File: src/sv/mcpm_pkg.sv
// shared types and codes for the pcm mixer
package mcpm_pkg;

  localparam int unsigned DataW  = 8;
  localparam int unsigned AddrW  = 16;
  localparam int unsigned LenW   = 17;
  localparam int unsigned RateW  = 16;
  localparam int unsigned GainW  = 12;
  localparam int unsigned MaskW  = 4;
  localparam int unsigned SmpW   = 16;
  localparam int unsigned ProdW  = 21;

  typedef enum logic [2:0] {
    FN_TICK  = 3'd0,
    FN_LOAD  = 3'd1,
    FN_START = 3'd2,
    FN_STOP  = 3'd3,
    FN_RATE  = 3'd4,
    FN_GAIN  = 3'd5,
    FN_NEXT  = 3'd6
  } func_e;

  typedef enum logic [2:0] {
    CH_NONE,
    CH_START,
    CH_STOP,
    CH_RATE,
    CH_GAIN,
    CH_NEXT,
    CH_ADVANCE
  } chan_op_e;

  typedef struct packed {
    logic [2:0]       func;
    logic [1:0]       chan;
    logic [AddrW-1:0] addr;
    logic [DataW-1:0] data;
    logic [LenW-1:0]  length;
    logic             repeat_req;
    logic [RateW-1:0] rate_inc;
    logic [GainW-1:0] gain;
  } in_item_t;

  typedef struct packed {
    logic signed [SmpW-1:0] out_sample;
    logic [MaskW-1:0]       active_mask;
  } out_item_t;

  typedef struct packed {
    logic clear;
    logic mul;
    logic acc;
  } mac_ctrl_t;

endpackage

File: src/sv/mcpm_mac.sv
// shared multiply-accumulate unit with output clamp
module mcpm_mac #(
  parameter int unsigned CHANNELS  = 4,
  parameter int unsigned FRAC_BITS = 10
) (
  input  logic                 clk_i,
  input  logic                 rst_ni,
  input  mcpm_pkg::mac_ctrl_t  ctrl_i,
  input  logic [7:0]           byte_i,
  input  logic [11:0]          gain_i,
  output logic signed [15:0]   out_sample_o
);
  import mcpm_pkg::*;

  localparam int unsigned BaseW = (FRAC_BITS + 9 > ProdW) ? FRAC_BITS + 9 : ProdW;
  localparam int unsigned SumW  = BaseW + $clog2(CHANNELS + 1) + 1;
  localparam logic signed [SumW-1:0] SumInit = SumW'(128) << FRAC_BITS;

  logic signed [8:0]       centered;
  logic signed [ProdW+1:0] prod_full;
  logic signed [ProdW-1:0] product_q;
  logic signed [SumW-1:0]  sum_q;
  logic signed [SumW-1:0]  shifted;
  logic [7:0]              clamped;

  assign centered  = $signed({1'b0, byte_i}) - 9'sd128;
  assign prod_full = centered * $signed({1'b0, gain_i});

  always_ff @(posedge clk_i or negedge rst_ni) begin
    if (!rst_ni) begin
      sum_q     <= '0;
      product_q <= '0;
    end else begin
      if (ctrl_i.clear) begin
        sum_q <= SumInit;
      end else if (ctrl_i.acc) begin
        sum_q <= sum_q + SumW'(product_q);
      end
      if (ctrl_i.mul) begin
        product_q <= ProdW'(prod_full);
      end
    end
  end

  assign shifted = sum_q >>> FRAC_BITS;

  always_comb begin
    priority if (sum_q[SumW-1]) begin
      clamped = '0;
    end else if (|shifted[SumW-2:8]) begin
      clamped = 8'hFF;
    end else begin
      clamped = shifted[7:0];
    end
  end

  // (byte - 128) * 256
  assign out_sample_o = $signed({~clamped[7], clamped[6:0], 8'h00});

endmodule

File: config.mk
export PLATFORM = sky130hd
export DESIGN_NAME = mcpm_mac
export DESIGN_NICKNAME = d
export VERILOG_FILES = /design/src/sv/mcpm_pkg.sv /design/src/sv/mcpm_mac.sv
export SDC_FILE = /design/constraint.sdc
export NUM_CORES = 1
export LEC_CHECK = 0
export ABC_AREA = 0
export BUFFER_PORTS_ARGS = -buffer_cell sky130_fd_sc_hd__buf_2
export CORE_ASPECT_RATIO = 0.75
export CORE_MARGIN = 2
export CORE_UTILIZATION = 45
export CTS_CLUSTER_SIZE = 28
export DETAILED_ROUTE_END_ITERATION = 12
export GPL_ROUTABILITY_DRIVEN = 0
export SYNTH_ARGS = -nofsm -noshare
export SYNTH_HDL_FRONTEND = slang
export SYNTH_SLANG_ARGS = --single-unit
File: constraint.sdc
create_clock -name clk_i -period 5.8 [get_ports clk_i]
set_clock_uncertainty 0.05 [all_clocks]
set_input_delay 0.87 -clock clk_i [delete_from_list [all_inputs] [get_ports clk_i]]
set_output_delay 0.87 -clock clk_i [all_outputs]
set_load 0.05 [all_outputs]
Word level (Yosys, flattened, before mapping) --
Index checks and enable logic that the tools add are counted. W data, S select, Z words.
Operators by class: add/sub/neg operators 2, $mul 1, divide/modulo/power cells 0, order comparisons 0, equality and inequality tests 0, shift operators 0, multiplexer cells 4, bitwise logic cells 1, reductions and logical operators 2
Operator list (number):
- $mux W25 | 2
- $add A25 B21 Y25 | 1
- $mul A9 B13 Y21 | 1
- $mux W8 | 2
- $sub A8 B8 Y9 const B | 1
- $reduce_or A7 Y1 | 1
- $reduce_bool A2 Y1 | 1
- $not A1 Y1 | 1
Word-level totals: register bits 46, bits in latches 0, bits in writable memories 0, bits in read-only memories 0, input port bits 25, output and inout port bits 16, logic and storage cells 12, memories kept 0

Depth between registers and ports, before layout --
depth after elaboration 4, mapped depth 20, mapped depth without buffers 19

Worst setup path before layout --
OpenSTA, ideal clock, no wires.
path kind input to register, start point input port byte_i[7], end point register product_q[18], setup time 0.126 ns, arrival 5.616 ns, required time 5.624 ns, slack 0.007 ns, cell stages on the path 17, path buffers 1, cell sequence clkbuf_1 > or2_2 > fa_1 > fa_1 > inv_1 > fa_1 > fa_1 > inv_1 > fa_1 > inv_1 > ha_1 > or2_2 > a211o_1 > a41o_4 > a41oi_2 > nor4bb_1 > a311o_1
On the way: word-level cells in the longest chain between the ends 2
RTL lines:
- start: declaration | RTL line mcpm_mac.sv:9 | input logic [7:0] byte_i,
- $sub A8 B8 Y9 | RTL line mcpm_mac.sv:26 | assign centered = $signed({1'b0, byte_i}) - 9'sd128;
- $mul A9 B13 Y21 | RTL line mcpm_mac.sv:27 | assign prod_full = centered * $signed({1'b0, gain_i});
- end signal: assignment | RTL line mcpm_mac.sv:40 | product_q <= ProdW'(prod_full);
- end: declaration | RTL line mcpm_mac.sv:21 | logic signed [ProdW-1:0] product_q;
No other way between the ends. A chain may end at the register's enable or synchronous reset.

Final worst setup path --
start point input port gain_i[0], end point register product_q[18]
On the way: word-level cells in the longest chain between the ends 1
RTL lines:
- start: declaration | RTL line mcpm_mac.sv:10 | input logic [11:0] gain_i,
- $mul A9 B13 Y21 | RTL line mcpm_mac.sv:27
No other way between the ends.

==> impl_results.md <==
* Total GRT Usage at 0.202
* Post-synth ARST share at 1.00
* Diode count at 0
* DIE AREA at 15900 um^2
* Max_cap viols at 0
* Share of cells above drive strength 1 at 0.125
* CP most frequent cell: fa_1
* Fin. max-slew vios at 0
* Critical path, cell by cell: buf_2 -> or2_2 -> fa_1 -> fa_1 -> inv_1 -> fa_1 -> fa_1 -> inv_1 -> fa_1 -> inv_1 -> ha_1 -> or2_2 -> a211o_1 -> a41o_4 -> a41oi_2 -> nor4bb_1 -> a311o_1
* Critical Path Max Stage Delay at 0.54 ns
* TritonCTS buffer count at 5
* Most frequent cells in the layout: 86 x inv_1, 81 x ha_1, 72 x fa_1
* Cells after DPL at 955
* Placed Instance Area at 7120 um^2
* CTS HTree Levels at 2
* Final critical-path share of the clock period at 0.956
* Synth Warn # at 0
* Final setup viols at 0
* Top-level I/O count at 41
* Hold_buf cts at 0
* Area Growth Syn to Fin at 9.40%
* Post-Synth XOR/XNOR Area at 0.0393
* Cell count of the worst reg-to-reg path at 9
* Largest family of logic cells by synthesized area: adder cells
* Post-synthesis mux area share at 0.0356
* First-pass GRT wire length at 25700 um
* Normalized max-slew margin at 0.312
* Pwr dens at 541 nW/um^2
* Layout Cells excl Fill at 963
* Root buffer cell: clkbuf_16
* RR Startpoint: product_q[0]
* Avg Inst Size Synth at 9.20 um^2
* Post-route ant nets at 0
* Chip Width at 145 um
* Final hold vios at 0
* R2r setup slk at 2.95 ns
* Compound-gate portion of the synthesized area at 0.144
* Buffers and inverters on the worst path at 4
* Crit path launch type: input pin
* Adder-cell share of the synthesized area at 0.367
* Filler instances at 1386
* Fin crit period at 5.54 ns
* Initial antenna violation count at 0
* Largest net degree at the start of global routing at 47
* Max Clk Rate at 180 MHz
* Hold Path Depth at 2
* Slowest library cell on the worst path: fa_1
* Core area at 14500 um^2
* Nets at 940
* Sequential-to-total area share from yosys stat at 0.172
* Peak VDD IR at 0.345 mV
* Die Y at 110 um
* Num rows at 38
* Post-synth cell types at 68
* Hold EP: sum_q[9]
* Number of global-route vias before repair at 5396
* Hpwl dp at 11800 um
* RSZ-0062 raised after global routing: no
* WP data required at 5.93 ns
* R2r endpoint: sum_q[24]
* Hold Startpoint: sum_q[9]
* Crit Path Class: in2reg
* Via count at 5166
* Post-synth EDFFs at 0
* Seq cells post-synth at 46
* Synthesized cell area at 6690 um^2
* Worst-Skew Late Latency at 0.29 ns
* Worst Path Arrival at 5.67 ns
* Initial DRT Pass Iterations at 4
* CP top delay family: adder cells
* Status: finished, final reports clean
* Lkg Pwr at 0.00373 uW
* Port Buffers at 32
* Final Cell Area at 7310 um^2
* Starting Density at 0.461
* Final wirelength at 14600 um
* WL per Instance at 15.2 um
* CTS Buffer Depth at 2
* CTS tree: built
* Worst slew pin tran at 1.03 ns
* Remaining Overflow, GRT at 0
* Via-to-Cell Ratio at 5.36
* CP endpoint kind: flop
* Residual DRC at 0
* Synthesized-area fraction occupied by and/or/nand/nor cells at 0.167
* Hold Crit Class: reg2reg
* Clock Sinks at 46
* Critical path fanouts, max at 4
* Mapped Cells at 727
* Commonest non-fill, non-tap cell in the layout: inv_1
* Clock transition time at the flip-flop clock pins of the worst setup and hold paths at 0.07 ns
* DRT iter0 DRCs at 235
* Dominant synthesized flop cell: dfrtp_1
==> what timing repair did <==
| action | 4_1_cts | 5_1_grt |
|---|---|---|
| setup endpoints to repair | 0 | 2 |
| buffers inserted | 0 | 0 |
| gates resized for setup | 0 | 1 |
==> flip-flops by register name (all words and copies together), names as in the netlist <==
signal / count
product_q: 21
sum_q: 25
==> metrics by stage <==
step                      hold slack, ns  setup TNS, ns  power [uW]   util  setup slack, ns
after global routing               0.477              0        4410  0.504          0.00669
after global placement             0.426        -0.0898        3490  0.491          -0.0484
after CTS                          0.458              0        3960  0.504            0.226
after detailed placement           0.446         -0.172        3550  0.491          -0.0832
after floorplan                    0.404              0        2890      -          0.00736
final                              0.459              0        3950  0.504            0.255
==> layout make-up <==
class,instances,area [um^2],share of cell area
multi-input cells,569,5070,0.693
flip-flops and latches,46,1150,0.157
repair buffers,54,325,0.0445
inverters,86,323,0.0441
well taps,200,250,0.0342
clock buffers,5,125,0.0171
clock inverters,3,68.8,0.00941
==> worst max-delay path by stage <==
stage	startpoint	endpoint	slack [ns]	cells past startpoint
CTS	gain_i[0]	product_q[18]	0.23	17
finish	gain_i[0]	product_q[18]	0.26	17
floorplan	byte_i[7]	product_q[18]	0.007	17
global placement	gain_i[0]	product_q[18]	-0.05	17
global route	gain_i[0]	product_q[19]	0.007	17
detailed placement	gain_i[0]	product_q[18]	-0.08	17
==> power by group <==
group / internal (uW) / total [uW] / leakage (uW) / switching, uW
combinational: 1300 / 3010 / 0.00306 / 1710
clock: 248 / 378 / 0.0000940 / 130
sequential: 460 / 567 / 0.000575 / 107
total: 2010 / 3950 / 0.00373 / 1950
==> cells in the mapped netlist, drive strengths merged (2+ instances only) <==
master / count / area, um^2
mux2: 14 / 158
a41oi: 2 / 25.0
xor2: 7 / 61.3
or2: 6 / 37.5
a311o: 2 / 20.0
and3: 2 / 12.5
inv: 86 / 323
or3: 3 / 18.8
fa: 72 / 1440
nand3: 10 / 50.1
nor2: 46 / 173
o32ai: 2 / 17.5
o21ai: 17 / 88.8
buf: 13 / 88.8
o31ai: 3 / 22.5
a21oi: 44 / 224
a21o: 19 / 145
a211oi: 12 / 105
and2: 45 / 283
nor2b: 13 / 81.3
o211ai: 5 / 42.5
o31a: 2 / 17.5
a211o: 5 / 43.8
dfrtp: 46 / 1150
mux2i: 8 / 80.1
clkbuf: 19 / 71.3
nand4: 4 / 31.3
nand2b: 14 / 87.6
xnor2: 23 / 201
o21bai: 5 / 37.5
a31oi: 5 / 31.3
ha: 81 / 1010
nand3b: 2 / 15.0
nor3: 8 / 40.0
o22ai: 3 / 18.8
nand2: 57 / 214
o21a: 5 / 37.5
==> worst reg2reg max path, delay by kind of cell (launching register included) <==
family | cells | cell delay (ns)
mux | 2 | 0.56
flops | 1 | 0.39
compound gates | 5 | 1.05
fa+ha+maj | 2 | 0.68
==> cells by family (layout without fill, tap and decap cells) <==
| logic type | after synthesis | after routing |
|---|---|---|
| and+or+nand+nor | 218 | 218 |
| xor gates and xnor gates | 30 | 30 |
| DFF | 46 | 46 |
| other | 1 | 8 |
| AOI/OAI and AO/OA | 138 | 138 |
| adders and majority gates | 153 | 153 |
| buffers and inverters | 119 | 148 |
| muxes | 22 | 22 |
==> routing by layer <==
| layer | part of all wire | track usage | vias up |
|---|---|---|---|
| li1 | - | - | 2484 |
| met1 | 0.49 | 0.283 | 2586 |
| met4 | 0.0094 | 0.0312 | 0 |
| met2 | 0.47 | 0.339 | 79 |
| met5 | 0 | 0 | - |
| met3 | 0.035 | 0.0296 | 17 |
(Power assumes the default switching activity.)
