`config.mk`:
```
export PLATFORM = sky130hd
export DESIGN_NAME = mcpm_chan
export DESIGN_NICKNAME = d
export VERILOG_FILES = /design/src/sv/mcpm_pkg.sv /design/src/sv/mcpm_chan.sv
export SDC_FILE = /design/constraint.sdc
export NUM_CORES = 1
export LEC_CHECK = 0
export ABC_AREA = 1
export BUFFER_PORTS_ARGS = -buffer_cell sky130_fd_sc_hd__buf_2
export CAP_MARGIN = 20
export CORE_MARGIN = 2
export CORE_UTILIZATION = 50
export CTS_BUF_LIST = sky130_fd_sc_hd__clkbuf_16
export DETAILED_ROUTE_END_ITERATION = 10
export PLACE_DENSITY_LB_ADDON = 0.1
export SYNTH_ARGS = -nofsm -noshare
export SYNTH_HDL_FRONTEND = slang
export SYNTH_SLANG_ARGS = --single-unit
```
`constraint.sdc`:
```
create_clock -name clk_i -period 4.49 [get_ports clk_i]
set_input_delay 0.6735 -clock clk_i [delete_from_list [all_inputs] [get_ports clk_i]]
set_output_delay 0.6735 -clock clk_i [all_outputs]
set_load 0.02 [all_outputs]
```
`src/sv/mcpm_pkg.sv`:
```
// shared types and codes for the pcm mixer
package mcpm_pkg;

  localparam int unsigned DataW  = 8;
  localparam int unsigned AddrW  = 16;
  localparam int unsigned LenW   = 17;
  localparam int unsigned RateW  = 16;
  localparam int unsigned GainW  = 12;
  localparam int unsigned MaskW  = 4;
  localparam int unsigned SmpW   = 16;
  localparam int unsigned ProdW  = 21;

  typedef enum logic [2:0] {
    FN_TICK  = 3'd0,
    FN_LOAD  = 3'd1,
    FN_START = 3'd2,
    FN_STOP  = 3'd3,
    FN_RATE  = 3'd4,
    FN_GAIN  = 3'd5,
    FN_NEXT  = 3'd6
  } func_e;

  typedef enum logic [2:0] {
    CH_NONE,
    CH_START,
    CH_STOP,
    CH_RATE,
    CH_GAIN,
    CH_NEXT,
    CH_ADVANCE
  } chan_op_e;

  typedef struct packed {
    logic [2:0]       func;
    logic [1:0]       chan;
    logic [AddrW-1:0] addr;
    logic [DataW-1:0] data;
    logic [LenW-1:0]  length;
    logic             repeat_req;
    logic [RateW-1:0] rate_inc;
    logic [GainW-1:0] gain;
  } in_item_t;

  typedef struct packed {
    logic signed [SmpW-1:0] out_sample;
    logic [MaskW-1:0]       active_mask;
  } out_item_t;

  typedef struct packed {
    logic clear;
    logic mul;
    logic acc;
  } mac_ctrl_t;

endpackage

```
`src/sv/mcpm_chan.sv`:
```
// per-channel playback state and its update logic
module mcpm_chan #(
  parameter int unsigned CHANNELS  = 4,
  parameter int unsigned FRAC_BITS = 10,
  localparam int unsigned CW = (CHANNELS > 1) ? $clog2(CHANNELS) : 1
) (
  input  logic                  clk_i,
  input  logic                  rst_ni,
  input  mcpm_pkg::chan_op_e    op_i,
  input  logic [CW-1:0]         idx_i,
  input  mcpm_pkg::in_item_t    item_i,
  output logic [15:0]           play_addr_o,
  output logic [11:0]           gain_o,
  output logic                  active_o,
  output logic [CHANNELS-1:0]   mask_o
);
  import mcpm_pkg::*;

  localparam int unsigned AccW = RateW + 1;

  logic [AddrW-1:0]     play_addr_q [CHANNELS];
  logic [LenW-1:0]      remaining_q [CHANNELS];
  logic [FRAC_BITS-1:0] phase_q     [CHANNELS];
  logic [RateW-1:0]     rate_q      [CHANNELS];
  logic [GainW-1:0]     gain_q      [CHANNELS];
  logic [AddrW-1:0]     loop_addr_q [CHANNELS];
  logic [LenW-1:0]      loop_len_q  [CHANNELS];

  logic [AccW-1:0] acc;
  logic [AccW-1:0] adv;
  logic            same_next;

  assign acc = AccW'(rate_q[idx_i]) + AccW'(phase_q[idx_i]);
  assign adv = acc >> FRAC_BITS;

  assign same_next = (remaining_q[idx_i] != '0) &&
                     (loop_addr_q[idx_i] == item_i.addr) &&
                     (loop_len_q[idx_i] == item_i.length);

  assign play_addr_o = play_addr_q[idx_i];
  assign gain_o      = gain_q[idx_i];
  assign active_o    = remaining_q[idx_i] != '0;

  always_comb begin
    for (int c = 0; c < CHANNELS; c++) begin
      mask_o[c] = remaining_q[c] != '0;
    end
  end

  always_ff @(posedge clk_i or negedge rst_ni) begin
    if (!rst_ni) begin
      for (int c = 0; c < CHANNELS; c++) begin
        play_addr_q[c] <= '0;
        remaining_q[c] <= '0;
        phase_q[c]     <= '0;
        rate_q[c]      <= '0;
        gain_q[c]      <= '0;
        loop_addr_q[c] <= '0;
        loop_len_q[c]  <= '0;
      end
    end else begin
      unique case (op_i)
        CH_START: begin
          play_addr_q[idx_i] <= item_i.addr;
          remaining_q[idx_i] <= item_i.length;
          phase_q[idx_i]     <= '0;
          rate_q[idx_i]      <= item_i.rate_inc;
          gain_q[idx_i]      <= item_i.gain;
          if (item_i.repeat_req) begin
            loop_addr_q[idx_i] <= item_i.addr;
            loop_len_q[idx_i]  <= item_i.length;
          end else begin
            loop_len_q[idx_i]  <= '0;
          end
        end
        CH_STOP: begin
          remaining_q[idx_i] <= '0;
        end
        CH_RATE: begin
          rate_q[idx_i] <= item_i.rate_inc;
        end
        CH_GAIN: begin
          gain_q[idx_i] <= item_i.gain;
        end
        CH_NEXT: begin
          if (!same_next) begin
            if (remaining_q[idx_i] == '0) begin
              play_addr_q[idx_i] <= item_i.addr;
              remaining_q[idx_i] <= item_i.length;
            end
            loop_addr_q[idx_i] <= item_i.addr;
            loop_len_q[idx_i]  <= item_i.length;
          end
        end
        CH_ADVANCE: begin
          if (remaining_q[idx_i] != '0) begin
            // end of block: continue with the queued one, zero length stops
            if (adv >= AccW'(remaining_q[idx_i])) begin
              remaining_q[idx_i] <= loop_len_q[idx_i];
              play_addr_q[idx_i] <= loop_addr_q[idx_i];
              phase_q[idx_i]     <= '0;
            end else begin
              remaining_q[idx_i] <= remaining_q[idx_i] - LenW'(adv);
              play_addr_q[idx_i] <= play_addr_q[idx_i] + AddrW'(adv);
              phase_q[idx_i]     <= acc[FRAC_BITS-1:0];
            end
          end
        end
        default: begin
        end
      endcase
    end
  end

endmodule

```
# ---- Word-level counts from Yosys, hierarchy flattened
# Cells that the tools add are included.
dict set report totals {
  reg_bits 416
  word_cells 131
  output_inout_bits 33
}
dict set report classes {
  reduce_logical 20
  n_mux 59
  eq_ne 12
  add_sub_neg 3
  magnitude_cmp 3
  bitwise 6
}
# op count
set op_table {}
lappend op_table {{$mux W68} 6}
lappend op_table {{$mux W64} 6}
lappend op_table {{$bwmux W64} 5}
lappend op_table {{$bwmux W68} 4}
lappend op_table {{$pmux W68 S4} 1}
lappend op_table {{$pmux W64 S3} 1}
lappend op_table {{$and A68 B68 Y68} 2}
lappend op_table {{$pmux W68 S2} 1}
lappend op_table {{$pmux W64 S2} 1}
lappend op_table {{$mux W16} 7}
lappend op_table {{$bmux W16 S2} 3}
lappend op_table {{$mux W17} 5}
lappend op_table {{$reduce_bool A17 Y1} 5}
lappend op_table {{$mux W40} 2}
lappend op_table {{$pmux W40 S2} 1}
lappend op_table {{$bmux W17 S2} 2}
lappend op_table {{$not A68 Y68} 1}
lappend op_table {{$bwmux W48} 1}
lappend op_table {{$and A40 B40 Y40} 1}
lappend op_table {{$bwmux W40} 1}
lappend op_table {{$not A40 Y40} 1}
lappend op_table {{$mux W12} 3}
lappend op_table {{$demux W17 S2} 1}
lappend op_table {{$demux W16 S2} 1}
lappend op_table {{other kinds (27)} 41}

# ---- Logic depth before layout (Yosys ltp)
# Gate-level depths: netlist of the first run.
dict set report logic_depth {
  word_depth 10
  depth_mapped 41
  depth_no_buf 33
}

# ---- Least setup slack after synthesis of the first run
# Ideal clock, no wire load.
dict set report synth_timing {
  path_type {input-to-reg}
  from {input port idx_i[1]}
  to {register play_addr_q[12] (netlist bit)}
  setup_slack_ps -1307
  arrival_time_ps 5732
  setup_ps 65
  cell_stages 32
  n_path_buf 7
  cell_sequence {buf_6 > nand2_2 > inv_2 > buf_2 > buf_2 > buf_2 > buf_2 > clkbuf_1 > clkbuf_1 > a22oi_1 > nand2_1 > ha_1 > fa_1 > nand3_1 > nand2_1 > nand2_1 > nand2_1 > a21oi_1 > xor2_1 > ha_1 > inv_1 > fa_1 > o21ai_0 > a21oi_1 > o21bai_1 > a21o_1 > nand4_1 > nor3_1 > xor2_1 > o21ai_1 > nand3_1 > nand2_1}
}
dict set report synth_between {
  elab_chain_cells 10
  word_cells_on_any_way 45
  cone_classes {add/sub (2); order compare (3); eq/ne (5); mux (28); bitwise (1); reduce/logical (6)}
}
# element line_no
set synth_rtl {}
lappend synth_rtl {{start, declared} mcpm_chan.sv:10} ;# input logic [CW-1:0] idx_i,
lappend synth_rtl {{$not A2 Y3 (not written as such) *} -}
lappend synth_rtl {{$bmux W16 S2 / $bmux W10 S2 (equally long branches)} mcpm_chan.sv:33} ;# assign acc = AccW'(rate_q[idx_i]) + AccW'(phase_q[idx_i]);
lappend synth_rtl {{$mux W16 (not written as such) / $mux W10 (equally long branches) (2 in series)} mcpm_chan.sv:33}
lappend synth_rtl {{$add A16 B10 Y17} mcpm_chan.sv:33}
lappend synth_rtl {{$add A16 B7 Y16} mcpm_chan.sv:104} ;# play_addr_q[idx_i] <= play_addr_q[idx_i] + AddrW'(adv);
lappend synth_rtl {{$bwmux W64} mcpm_chan.sv:104}
lappend synth_rtl {{$mux W64} mcpm_chan.sv:98} ;# if (adv >= AccW'(remaining_q[idx_i])) begin
lappend synth_rtl {{$mux W64} mcpm_chan.sv:96} ;# if (remaining_q[idx_i] != '0) begin
lappend synth_rtl {{$pmux W64 S3} mcpm_chan.sv:62} ;# unique case (op_i)
lappend synth_rtl {{end signal, assigned by index} mcpm_chan.sv:64} ;# play_addr_q[idx_i] <= item_i.addr;
lappend synth_rtl {{end signal, assigned by index} mcpm_chan.sv:100} ;# play_addr_q[idx_i] <= loop_addr_q[idx_i];
lappend synth_rtl {{end signal, assigned by index} mcpm_chan.sv:104}
lappend synth_rtl {{end, declared} mcpm_chan.sv:21} ;# logic [AddrW-1:0] play_addr_q [CHANNELS];
# Mark *: on every way between the ends. The rest lies on a longest branch, timed or not. The select of a mux whose other input is x is not followed.
# A chain may end at the register's enable or synchronous reset.

# ---- Worst setup path after layout of the first run
dict set report layout_timing {
  from {input port idx_i[1]}
  to {output port active_o}
}
dict set report layout_between {
  elab_chain_cells 5
}
# element line_no
set layout_rtl {}
lappend layout_rtl {{$not A2 Y3 (not written as such)} mcpm_chan.sv:42} ;# assign active_o = remaining_q[idx_i] != '0;
lappend layout_rtl {{$bmux W17 S2} mcpm_chan.sv:42}
lappend layout_rtl {{$mux W17 (not written as such) (2 in series)} mcpm_chan.sv:42}
lappend layout_rtl {{$reduce_bool A17 Y1} mcpm_chan.sv:42}
lappend layout_rtl {{end, declared} mcpm_chan.sv:14} ;# output logic active_o,
# Every way passes these cells. The select of a mux whose other input is x is not followed.

==> metrics, run 1 <==
run status finished, final reports clean; DRT antenna net count 0; Net Count, Synth 3833; CTS tree built; relative slew slack 0.210; vias in the first global route 26.5k; Synth Register Bits 416; Syn Std Cell Area 26200 sq um; drt first pass iters 6; Clock Skew 17.5 ps; # setup viols final 0; grt ovf 0; final net count 4088; CP Launch Type primary input; vias per cell 5.90; leak pwr 15.1 nW; final worst path period share 0.960; dpl hpwl 63300 microns; Non-Filler Instances 4689; CP arrival 3640 ps; internal power 0.00840 W; Reg2Reg Setup Slack 310 ps; Gate Count Post-Synth 3721; VDD IR max 336 uV; Final min period 4310 ps; pwr dens 420 nW/um^2; die height 233 microns; starting density of the core 0.508; via count 27.7k; syn avg cell area 7.03 sq um; H-tree depth 2; Final Cell Area 31400 sq um; synth unique cells 53; Boundary Pins 115; Slew @ Worst Pin 1180 ps; area leader, netlist dfrtp_1; crit-path most repeated cell buf_4; initial antenna violation count 1; Register-to-Register Path Depth 27; largest net degree at the start of global routing 108; GRT Util Overall 0.343; Root Buffer clkbuf_16; clock sink count 416; area delta synth->final 19.9%; drt drc 0; ant diodes 0; Setup CP Type in2out; Worst-Skew Late Latency 600 ps; Area after DPL 29500 sq um; Final Util 0.609; slowest cell delay on critical path 640 ps; Most used DFF post-synth dfrtp_1; Max Freq 232 MHz; Hold WC Path Type in2async; sequential fraction of the synthesis area 0.398; die width 233 microns; Data required, critical path 3820 ps; Post-synth EDFFs 0; Comb power frac 0.323; CP endpoint kind output port; Ys Warns 0; CTS Buf Count 49; Clock Power Share 0.290; first-pass GRT wire length 146000 microns; CP bufs+invs 10; Final Max Tran Viols 0; Sw Ratio 0.362; CTS Buffer Depth 3; Core ar. 51500 sq um; post-synth top area share 0.398; Reg2Reg Capture Point phase_q[27]$_DFFE_PN0P_; Seq pwr share 0.388; Die ar. 54200 sq um; Final Hold Viols 0; synth top area cells dfrtp_1 (40%), nand2_1 (15%), o21ai_0 (7.0%); Final Wtd Congestion 0.974; Routed WL 94200 microns; CP cell instances buf_4, buf_12, nand2_8, inv_4, buf_12, buf_4, buf_4, a21oi_1, o21ai_1, inv_2, nor3_4, nand3_2, nor2_4, inv_2, buf_4, buf_2; crit-path leading delay family buffers and inverters; Cell Rows 83; Crit path depth 16; asr flop ratio synth 1.00; Clock transition at path regs 60 ps; RR Startpoint phase_q[31]$_DFFE_PN0P_; P_sw 0.00476 W; CP max FO 51; total power 0.0132 W; Hold WS 180 ps; share of cells above drive strength 1 0.158; drt first-iter violations 3407; max-cap violations 0; WL per Instance 20.1 microns; Crit-path slowest cell buf_4; placed cells 4598; I/O Buffers 101
-- synth_stat cells, types with 5 or more instances --
cell and instances:
a21oi_1 213, xor2_1 41, dfrtp_1 416, xnor2_1 9
o211ai_2 11, nor2_4 5, o21ai_0 367, clkbuf_1 111
nor2_1 231, nand2_1 1068, a31oi_1 5, o21ai_1 112
nand2_2 9, inv_1 329, buf_6 18, buf_1 31
o21a_1 7, buf_4 8, o21ai_2 10, ha_1 27
o22ai_1 115, a22oi_1 108, o221ai_1 7, inv_2 20
clkinv_1 5, nand3_1 265, nor4_1 10, nor3_1 19
buf_2 58, nor2_2 8, nand4_1 37, a221oi_1 5
-- placed cells by master (no fill, tap or decap), types with 4 or more instances in the layout --
master     count
nand2_1     1060
dfrtp_1      416
o21ai_0      364
inv_1        338
buf_4        283
nand3_1      259
nor2_1       225
a21oi_1      209
o22ai_1      115
o21ai_1      110
a22oi_1      102
buf_2         98
clkbuf_16     54
buf_12        41
xor2_1        38
nand4_1       37
inv_2         18
nor3_1        17
nand2_2       15
o21ai_2       15
ha_1          15
clkinv_1      14
nor2_2        12
o211ai_2      11
nand3_2       10
nor4_1        10
ha_4          10
xnor2_1        9
nor2_4         7
o21a_1         7
o221ai_1       7
a21oi_2        6
clkinv_2       6
a22oi_2        6
a221oi_1       5
a31oi_1        5
inv_4          4
nand2_4        4
nor3_2         4
-- sequential cells by signal, summed over array words and instances, names as in the netlist --
register and cells:
loop_len_q 68, remaining_q 68, loop_addr_q 64, play_addr_q 64, rate_q 64, gain_q 48, phase_q 40
-- worst max-delay path by stage --
| stage | start | end |
|---|---|---|
| 6_report | idx_i[1] | active_o |
| 3_5_place_dp | idx_i[0] | play_addr_q[31]$_DFFE_PN0P_ |
| 3_3_place_gp | idx_i[0] | play_addr_q[44]$_DFFE_PN0P_ |
| 2_1_floorplan | idx_i[0] | play_addr_q[12]$_DFFE_PN0P_ |
| 5_1_grt | idx_i[1] | remaining_q[2]$_DFFE_PN0P_ |
| 4_1_cts | idx_i[0] | active_o |
-- per-layer routing --
layer / GRT usage / wire [microns] / vias up
met4: 0.128 / 3240 / 0
met1: 0.466 / 38600 / 13100
li1: - / - / 12900
met3: 0.0536 / 8930 / 233
met2: 0.554 / 43500 / 1363
met5: 0 / 0 / -
-- through the flow --
| step | worst slack [ps] | setup TNS (ps) |
|---|---|---|
| detailed placement | -545 | -91270 |
| finish | 180 | 0 |
| floorplan | -701 | -62820 |
| CTS | 76.8 | 0 |
| global route | -4.96 | -4.96 |
| global placement | -503 | -60660 |
-- power groups by stage --
stage	Sequential (W)	Combinational [W]	Clock (W)
final	0.00510	0.00425	0.00382
after global routing	0.00518	0.00469	0.00402
after CTS	0.00508	0.00414	0.00388
after detailed placement	0.00513	0.00411	0
after global placement	0.00510	0.00399	0
after floorplan	0.00496	0.00255	0
-- what timing repair did --
action / in CTS / in global routing
hold buffers: 0 / 0
buffers inserted: 0 / 3
resized for setup: 0 / 44
setup endpoints to repair: 0 / 172
-- area by class of cell --
class                      instances  area [sq um]
sequential                       416         10400
tap                              680           851
clock inverter                    34           238
inverter                         356          1360
timing repair buffer             430          3580
clock buffer                      50          1250
multi-input combinational       2723         13700
fill                            4765         20200
-- logic make-up after synthesis --
| group | count (synthesis) | share of synthesized area |
|---|---|---|
| adder cells (fa/ha/maj) | 30 | 0.0152 |
| XOR/XNOR | 50 | 0.0167 |
| flip-flops | 416 | 0.398 |
| buffers and inverters | 582 | 0.0929 |
| AND/OR/NAND/NOR | 1670 | 0.265 |
| AO/OA/AOI/OAI | 973 | 0.212 |
Power figures use the tool's default switching activity.
==> run 2, diff against run 1 <==
- PLACE_DENSITY: unset -> 0.72
- PLACE_DENSITY_LB_ADDON: 0.1 -> unset
==> run 2 against run 1 <==
Final cell count fell by 1.1%. Highest routed layer unchanged. Critical path depth did not move. Largest cell class unchanged. Core utilization fell by 1.2 points.
==> metrics, run 2 (same netlist as run 1, synthesis figures left out) <==
run status finished, final reports clean; Max Freq 230 MHz; relative slew slack 0.298; Largest regs loop_len_q (68), remaining_q (68); CP Launch Type primary input; drt drc 0; VDD IR max 285 uV; H-tree depth 2; WL per Instance 18.9 microns; via count 27.0k; most frequent cells in the layout nand2_1 (1062), dfrtp_1 (416), o21ai_0 (365); max-cap violations 0; CP max FO 33; largest net degree at the start of global routing 91; Final Wtd Congestion 0.978; Hold WC Path Type in2async; vias per cell 5.82; drt first pass iters 6; Slew @ Worst Pin 1050 ps; grt ovf 0; RSZ-0062 raised after global routing false; first-pass GRT wire length 139000 microns; CTS Buffer Depth 3; leak pwr 14.7 nW; share of cells above drive strength 1 0.143; pwr dens 428 nW/um^2; clock sink count 416; area delta synth->final 17.5%; Final Hold Viols 0; slowest cell delay on critical path 500 ps; Boundary Pins 115; die height 233 microns; final net count 4027; Layout fillers 4758; Clock transition at path regs 60 ps; Routed WL 87800 microns; placed cells 4543; dpl hpwl 59100 microns; Crit-path slowest cell buf_4; most common cell after layout, fill and taps aside nand2_1; Final min period 4340 ps; DRT antenna net count 0; Cell Rows 83; # setup viols final 0; final worst path period share 0.966; Data required, critical path 3820 ps; CTS Hold Bufs 0; I/O Buffers 101; drt first-iter violations 3115; Die ar. 54200 sq um; crit-path most repeated cell buf_4; Setup CP Type in2out; CTS tree built; die width 233 microns; Root Buffer clkbuf_16; CP arrival 3670 ps; GRT Util Overall 0.325; initial antenna violation count 3; Worst-Skew Late Latency 600 ps; CP endpoint kind output port; CTS Buf Count 48; Clock Skew 19.0 ps; starting density of the core 0.508; Non-Filler Instances 4636; vias in the first global route 25.2k; CP cell instances buf_6, nor2_4, buf_4, clkinv_2, buf_12, buf_4, o22ai_1, nor2_1, o21ai_0, nand2_2, nor3_4, nand3_2, nor2_4, inv_2, buf_4, buf_2; Core ar. 51500 sq um; total power 0.0132 W; Final Max Tran Viols 0
[run 2: cell count changes in the layout (fill, tap and decap cells not counted), moves of 3 or more]
cell	delta
clkbuf_16	-5
inv_6	+3
diode_2	+3
buf_4	-45
bufinv_16	+4
buf_12	-12
[run 2: power breakdown]
| group | internal [W] | switching [W] |
|---|---|---|
| combinational | 0.00157 | 0.00245 |
| clock | 0.00237 | 0.00166 |
| sequential | 0.00454 | 0.000553 |
[run 2: layer usage]
metal / global-route usage / up-vias / wire [microns]
met5: 0 / - / 0
met4: 0.134 / 0 / 3540
met3: 0.0627 / 242 / 8960
met2: 0.496 / 1376 / 38500
met1: 0.452 / 12600 / 36800
li1: - / 12800 / -
[run 2: area by class of cell]
cell class                 instances  area [sq um]  share of cell area
multi-input combinational       2723         13600               0.442
sequential                       416         10400               0.339
timing repair buffer             370          2920              0.0950
inverter                         356          1370              0.0444
clock buffer                      49          1230              0.0399
tap                              680           851              0.0277
clock inverter                    39           355              0.0116
antenna                            3          7.51            0.000244
[run 2: worst paths after layout]
| check | startpoint | end | slack (ps) | depth (start not counted) |
|---|---|---|---|---|
| max | idx_i[0] | active_o | 150 | 16 |
| min | rst_ni | loop_addr_q[10]$_DFFE_PN0P_ | 80 | 1 |
| max reg2reg | phase_q[31]$_DFFE_PN0P_ | play_addr_q[26]$_DFFE_PN0P_ | 330 | 22 |
| min reg2reg | play_addr_q[35]$_DFFE_PN0P_ | play_addr_q[35]$_DFFE_PN0P_ | 480 | 2 |
| max in group asynchronous | rst_ni | gain_q[45]$_DFFE_PN0P_ | 3390 | 2 |
| min in group clk_i | item_i[17] | rate_q[53]$_DFFE_PN0P_ | 390 | 3 |
[run 2: worst max-delay path: cells and delay by family]
| kind | cells | cell delay, ps |
|---|---|---|
| compound gates | 2 | 250 |
| buf+inv | 8 | 1780 |
| simple gates | 6 | 930 |
[run 2: stage by stage]
| step | util | hold WS [ps] | area, sq um | worst slack, ps | TNS, ps |
|---|---|---|---|---|---|
| floorplan | - | 378 | 26500 | -701 | -62820 |
| global placement | 0.563 | 462 | 29000 | -510 | -43120 |
| detailed placement | 0.563 | 466 | 29000 | -623 | -66630 |
| CTS | 0.594 | 107 | 30600 | 1.97 | 0 |
| global route | 0.596 | 146 | 30700 | 4.85 | 0 |
| finish | 0.597 | 77.2 | 30700 | 151 | 0 |
[run 2: repair_timing]
action	CTS	global route
buffers inserted	0	2
setup endpoints to repair	0	173
gates resized for setup	0	29
